===== src/cam_pkg.sv =====
// ----------------------------------------------------------------------------
// cam_pkg
// Shared types and constants for the column argmax/argmin streamer.
// ----------------------------------------------------------------------------
`default_nettype none

package cam_pkg;

  // fixed field widths of the stream and configuration ports
  localparam int SAMPLE_W   = 8;
  localparam int COLUMN_W   = 8;
  localparam int BEST_ROW_W = 16;
  localparam int CFG_COLS_W = 9;
  localparam int CFG_ROWS_W = 17;
  localparam int CFG_DATA_W = 17;
  localparam int CFG_IDX_W  = 2;

  typedef enum logic [CFG_IDX_W-1:0] {
    CFG_COL_COUNT = 2'd0,
    CFG_NUM_ROWS  = 2'd1,
    CFG_FIND_MAX  = 2'd2
  } cfg_index_t;

  // position flags of one matrix byte
  typedef struct packed {
    logic last_col;
    logic last_row;
  } cam_flags_t;

endpackage : cam_pkg

`default_nettype wire


===== src/cam_ctrl.sv =====
// ----------------------------------------------------------------------------
// cam_ctrl
// Row/column position counters and sample conditioning for each accepted byte.
// ----------------------------------------------------------------------------
`default_nettype none

module cam_ctrl #(
  parameter int MAX_COLS       = 256,
  parameter int ROW_INDEX_BITS = 16,
  parameter int COL_W          = 8
) (
  input  wire logic                           clk,
  input  wire logic                           rst_n,
  input  wire logic                           accept,
  input  wire logic [cam_pkg::SAMPLE_W-1:0]   sample,
  input  wire logic [cam_pkg::CFG_COLS_W-1:0] col_limit,
  input  wire logic [cam_pkg::CFG_ROWS_W-1:0] num_rows,
  input  wire logic                           find_max,
  output logic      [COL_W-1:0]               item_col,
  output logic      [ROW_INDEX_BITS-1:0]      item_row,
  output logic      [cam_pkg::SAMPLE_W-1:0]   item_value,
  output cam_pkg::cam_flags_t                 item_flags
);

  import cam_pkg::*;

  localparam int NC_W = (COL_W + 1 > CFG_COLS_W) ? COL_W + 1 : CFG_COLS_W;
  localparam int NR_W = (ROW_INDEX_BITS + 1 > CFG_ROWS_W) ? ROW_INDEX_BITS + 1 : CFG_ROWS_W;

  logic [COL_W-1:0]          col_count_r, col_count_nxt;
  logic [ROW_INDEX_BITS-1:0] row_count_r, row_count_nxt;
  logic [COL_W-1:0]          cols_m1;
  logic [ROW_INDEX_BITS-1:0] rows_m1;

  // last column and last row indexes after clamping the register values
  always_comb begin
    if (col_limit == '0) begin
      cols_m1 = '0;
    end else if (NC_W'(col_limit) > NC_W'(MAX_COLS)) begin
      cols_m1 = COL_W'(MAX_COLS - 1);
    end else begin
      cols_m1 = COL_W'(col_limit - CFG_COLS_W'(1));
    end
  end

  always_comb begin
    if (num_rows == '0) begin
      rows_m1 = '0;
    end else if (NR_W'(num_rows) > (NR_W'(1) << ROW_INDEX_BITS)) begin
      rows_m1 = '1;
    end else begin
      rows_m1 = ROW_INDEX_BITS'(num_rows - CFG_ROWS_W'(1));
    end
  end

  assign item_col            = col_count_r;
  assign item_row            = row_count_r;
  assign item_value          = find_max ? sample : ~sample;
  assign item_flags.last_col = (col_count_r >= cols_m1);
  assign item_flags.last_row = (row_count_r >= rows_m1);

  always_comb begin
    col_count_nxt = col_count_r;
    row_count_nxt = row_count_r;
    if (accept) begin
      if (item_flags.last_col) begin
        col_count_nxt = '0;
        row_count_nxt = item_flags.last_row ? '0 : row_count_r + ROW_INDEX_BITS'(1);
      end else begin
        col_count_nxt = col_count_r + COL_W'(1);
      end
    end
  end

  always_ff @(posedge clk) begin
    if (!rst_n) begin
      col_count_r <= '0;
      row_count_r <= '0;
    end else begin
      col_count_r <= col_count_nxt;
      row_count_r <= row_count_nxt;
    end
  end

endmodule : cam_ctrl

`default_nettype wire


===== config.mk =====
export PLATFORM = sky130hd
export DESIGN_NAME = cam_ctrl
export DESIGN_NICKNAME = d
export VERILOG_FILES = /design/src/cam_pkg.sv /design/src/cam_ctrl.sv
export SDC_FILE = /design/constraint.sdc
export NUM_CORES = 1
export LEC_CHECK = 0
export BUFFER_PORTS_ARGS = -buffer_cell sky130_fd_sc_hd__clkbuf_2
export CAP_MARGIN = 20
export CORE_UTILIZATION = 52
export DETAILED_ROUTE_END_ITERATION = 16
export PLACE_DENSITY = 0.91
export SLEW_MARGIN = 25
export SYNTH_ARGS = -nofsm -noshare
export SYNTH_HDL_FRONTEND = slang
export SYNTH_SLANG_ARGS = --single-unit

===== constraint.sdc =====
create_clock -name clk -period 4.6 [get_ports clk]
set_input_delay 0.46 -clock clk [delete_from_list [all_inputs] [get_ports clk]]
set_output_delay 0.46 -clock clk [all_outputs]
set_load 0.01 [all_outputs]

* After elaboration in Yosys (flattened, before gate mapping) *
Index checks and enable logic that the tools add are counted.

word-level totals
  register bits = 24
  bits of input ports = 38
  output and inout bits = 34

operators by class
  add/sub/neg operators = 4
  order comparisons = 4
  mux-type cells = 7
  bitwise operators = 1
  reduce and logical (&&, ||, !) cells = 3

operator list
  operator                 count
  $mux W16                 3
  $mux W8                  4
  $gt A17 B17 Y1 const B   1
  $logic_not A17 Y1        1
  $add A16 B1 Y16 const B  1
  $ge A16 B16 Y1           1
  $sub A16 B1 Y16 const B  1
  $gt A9 B9 Y1 const B     1
  $logic_not A9 Y1         1
  $add A8 B1 Y8 const B    1
  $ge A8 B8 Y1             1
  $not A8 Y8               1
  $sub A8 B1 Y8 const B    1
  $reduce_and A2 Y1        1

* Depth between registers and ports, before layout *
  depth in word-level cells = 5
  mapped depth = 16
  mapped depth without buffers = 13

* Least setup slack after synthesis *
Ideal clock, no wire load.

  path type = input port to flip-flop
  start = input port num_rows[6] in the netlist's numbering
  end = register row_count_r[0] (netlist: item_row[0])
  library setup time = 128 ps
  arrival = 3410 ps
  slack = 1063 ps
  stages on the path = 15
  path buffers = 3
  cell sequence = or4_4 > or3_4 > nor3_4 > nand3_2 > or2_1 > buf_6 > buf_6 > a21oi_1 > ha_1 > nand4_1 > nor3_1 > a21oi_1 > a22oi_1 > clkbuf_1 > nor2_1

between the ends
  cells in the longest elaborated chain, start to end = 5

RTL lines
  item                                               RTL line                        RTL
  from (decl)                                        cam_ctrl.sv:17                  input wire logic [cam_pkg::CFG_ROWS_W-1:0] num_rows,
  $sub A16 B1 Y16 or $gt A17 B17 Y1 (tied branches)  cam_ctrl.sv:52, cam_ctrl.sv:49
  $mux W16                                           cam_ctrl.sv:49                  end else if (NR_W'(num_rows) > (NR_W'(1) << ROW_INDEX_BITS)) begin
  $mux W16 *                                         cam_ctrl.sv:47                  if (num_rows == '0) begin
  $ge A16 B16 Y1 *                                   cam_ctrl.sv:60                  assign item_flags.last_row = (row_count_r >= rows_m1);
  $mux W16 *                                         cam_ctrl.sv:68                  row_count_nxt = item_flags.last_row ? '0 : row_count_r + ROW_INDEX_BITS'(1);
  to (signal assigned)                               cam_ctrl.sv:81                  row_count_r <= row_count_nxt;
  to (decl)                                          cam_ctrl.sv:31                  logic [ROW_INDEX_BITS-1:0] row_count_r, row_count_nxt;

Mark *: on every way between the ends. The rest lies on a longest branch, timed or not.
A chain may end at the register's enable or synchronous reset.

==> flow_summary_export.csv <==
group,metric,value,unit
logic_synthesis,syn_avg_cell_area,7.88,um^2
global_routing,grt_overflow,0,
placement,dp_hpwl,4190,um
die,dieArea,4600,um^2
clock_tree,ctsResizeCount,0,
route,m1WireLength,2270,um
cells_and_area,fin_cells,402,
pwr,power_density,164,nW/um^2
logic_synthesis,syn_nets,353,
die,row_count,23,
pwr,irDropWorstVdd,0.150,mV
logic_synthesis,synth_area_leader_cell,"dfxtp_1",
route,wl_met2,2550,um
clock_tree,htreeDepth,1,
clock_tree,postCtsHoldBufs,0,
clock_tree,postCtsSetupRepairBufs,0,
timing,final.period_utilization,85.6,%
worst_setup_path,cp_data_required_time,4.14,ns
worst_setup_path,crit_type,"input port to output port",
timing,hold_viol_final,0,
cells_and_area,fill_cells,349,
placement,place.gp.congestion,0.829,
worst_setup_path,critPathArrivalTime,3.48,ns
logic_synthesis,synth_cell_types,45,
route,wl_met3,329,um
clock_tree,cts_tree,"built",
timing,setup_slack,0.661,ns
timing,worstMarginPinSlew,0.487,ns
pwr,pwr-share-clk,27.9,%
die,initial_core_util,55.1,%
cells_and_area,nets,421,
die,dieHeight,67.8,um
clock_tree,cts_max_path_buffers,2,
cells_and_area,final_util,65.6,%
pwr,cell_internal_pwr,315,uW
route,drc,0,
cells_and_area,final_common_cell,"clkbuf_2",
die,pin_count,72,
clock_tree,clock-root-buffer,"clkbuf_8",
cells_and_area,drive_gt1_share,23.6,%
route,drt-wirelength-per-cell,12.9,um
placement,post-place-ws,0.705,ns
clock_tree,clk_pin_slew,0.08,ns
route,num_vias,2291,
timing,post-route-min-period,3.94,ns
route,routed.top_layer,"met4",
pwr,p_seq_share,48.5,%
timing,drv_slew,0,
job,drv_cap,0,
cells_and_area,syn2layout_area_growth,18.9,%
cells_and_area,antennaDiodeCount,0,
timing,relSlewSlack,66.7,%
cells_and_area,final_cell_mix,"clkbuf_2, a21oi_1, ha_1",
timing,hold_ws,0.497,ns
die,core_area,4090,um^2
timing,setup_viol,0,
route,drtIter0Drc,76,
cells_and_area,regArea,480,um^2
logic_synthesis,netlist_instances,286,
worst_setup_path,critPathMaxFanout,16,
pwr,p_switching,124,uW
timing,clock_skew,0.00198,ns
clock_tree,insertion_delay,0.26,ns
route,viasPerCell,5.70,
route,drtPass1Iterations,4,
placement,port_buffers,71,
route,ant_nets,0,
logic_synthesis,synthTopCellsByArea,"dfxtp_1, ha_1, xor2_1, a21oi_1, xnor2_1",
run_status,status,"complete, no violations",
pwr,p_comb_share,23.6,%
global_routing,grt_antenna_before_repair,0,
pwr,p_leak,0.00126,uW
global_routing,grt_pass1_wl,8070,um
worst_setup_path,crit_path_start_kind,"input port",
timing,setup_tns,0,ns
logic_synthesis,seq_area_frac_synth,21.3,%
global_routing,grt_pass1_vias,1963,
logic_synthesis,synth-main-ff-cell,"dfxtp_1",
global_routing,grt_usage,22.6,%
logic_synthesis,yosysWarnings,0,
worst_hold_path,min_path_type,"input port to register",
clock_tree,cts_made_buffers,3,
clock_tree,cts_sinks,24,
logic_synthesis,synthArstFlopShare,0,%
logic_synthesis,syn_area,2250,um^2
pwr,swShare,28.2,%
logic_synthesis,synth_top_area_share,21.3,%
timing,rsz0062_at_grt,"no",
timing,fmax,0.254,GHz
die,die_width,67.8,um
global_routing,grt_max_degree,17,
logic_synthesis,ys_ff_latch,24,
cells_and_area,multiInputGateArea,1690,um^2
route,drt_wl_total,5180,um
placement,placed_cells,399,
worst_setup_path,cp-end-kind,"output port",
logic_synthesis,synth_edf_count,0,
-- metal layers --
layer,GRT usage (%),vias to the layer above
met1,26.3,1029
met4,4.95,0
li1,-,1162
met5,0,-
met2,42.5,94
met3,4.00,6
-- cells by family (layout without fill, tap and decap cells) --
group / Yosys count / after routing / synth area share (%)
muxes: 1 / 1 / 0.444
xor gates and xnor gates: 40 / 40 / 15.5
adders and majority gates: 32 / 32 / 17.4
AOI/OAI and AO/OA: 60 / 60 / 15.2
and+or+nand+nor: 110 / 110 / 26.1
buffers and inverters: 19 / 85 / 4.00
DFF: 24 / 24 / 21.3
-- worst paths after layout --
| check | startpoint | endpoint | slack [ns] | depth (start not counted) |
|---|---|---|---|---|
| setup / recovery | num_rows[6] | item_flags[0] | 0.66 | 14 |
| hold / removal | rst_n | item_row[1]$_SDFFE_PN0P_ | 0.50 | 3 |
| setup reg to reg | item_col[0]$_SDFFE_PN0P_ | item_row[15]$_SDFFE_PN0P_ | 1.98 | 9 |
| hold reg to reg | item_row[15]$_SDFFE_PN0P_ | item_row[15]$_SDFFE_PN0P_ | 0.52 | 2 |
-- flip-flops by register name, indices dropped and copies added, names as in the netlist --
signal,cells
item_col,8
item_row,16
-- synthesized netlist by cell type (4+ instances only) --
cell type and number:
a21oi_1 34, and3_1 4, clkbuf_1 5, dfxtp_1 24
ha_1 29, inv_1 9, nand2_1 24, nand3_1 9
nand4_1 11, nor2_1 27, nor3_1 8, o21ai_0 8
or3_1 7, xnor2_1 17, xor2_1 23
-- power by group through the flow --
stage	clock, uW	combinational (uW)	sequential, uW
after floorplan	0	59.3	218
after global placement	0	100	218
after detailed placement	0	104	218
after CTS	125	104	213
after global routing	133	118	213
final	123	104	213
-- cell type report --
| cell class | instances | area share [%] |
|---|---|---|
| Clock buffer | 3 | 1.54 |
| Inverter | 9 | 1.26 |
| Multi-Input combinational cell | 243 | 63.1 |
| Sequential cell | 24 | 17.9 |
| Tap cell | 50 | 2.34 |
| Timing Repair Buffer | 73 | 13.8 |
-- worst max-delay path, stage by stage --
cell and delay (ns):
clkbuf_2 0.12, or4_4 0.55, or3_4 0.37, nor3_4 0.16, nand3_2 0.08, or2_1 0.41, a21oi_1 0.20, ha_1 0.26
a21o_1 0.18, nand3_1 0.07, a21oi_1 0.07, o21bai_1 0.21, o2111ai_1 0.17, clkbuf_2 0.17
-- through the flow --
| stage | cell area [um^2] | power [uW] |
|---|---|---|
| after global placement | 2640 | 318 |
| after CTS | 2680 | 442 |
| after global routing | 2680 | 464 |
| after detailed placement | 2640 | 321 |
| final | 2680 | 439 |
| after floorplan | 2250 | 277 |
Power figures use the tool's default switching activity.
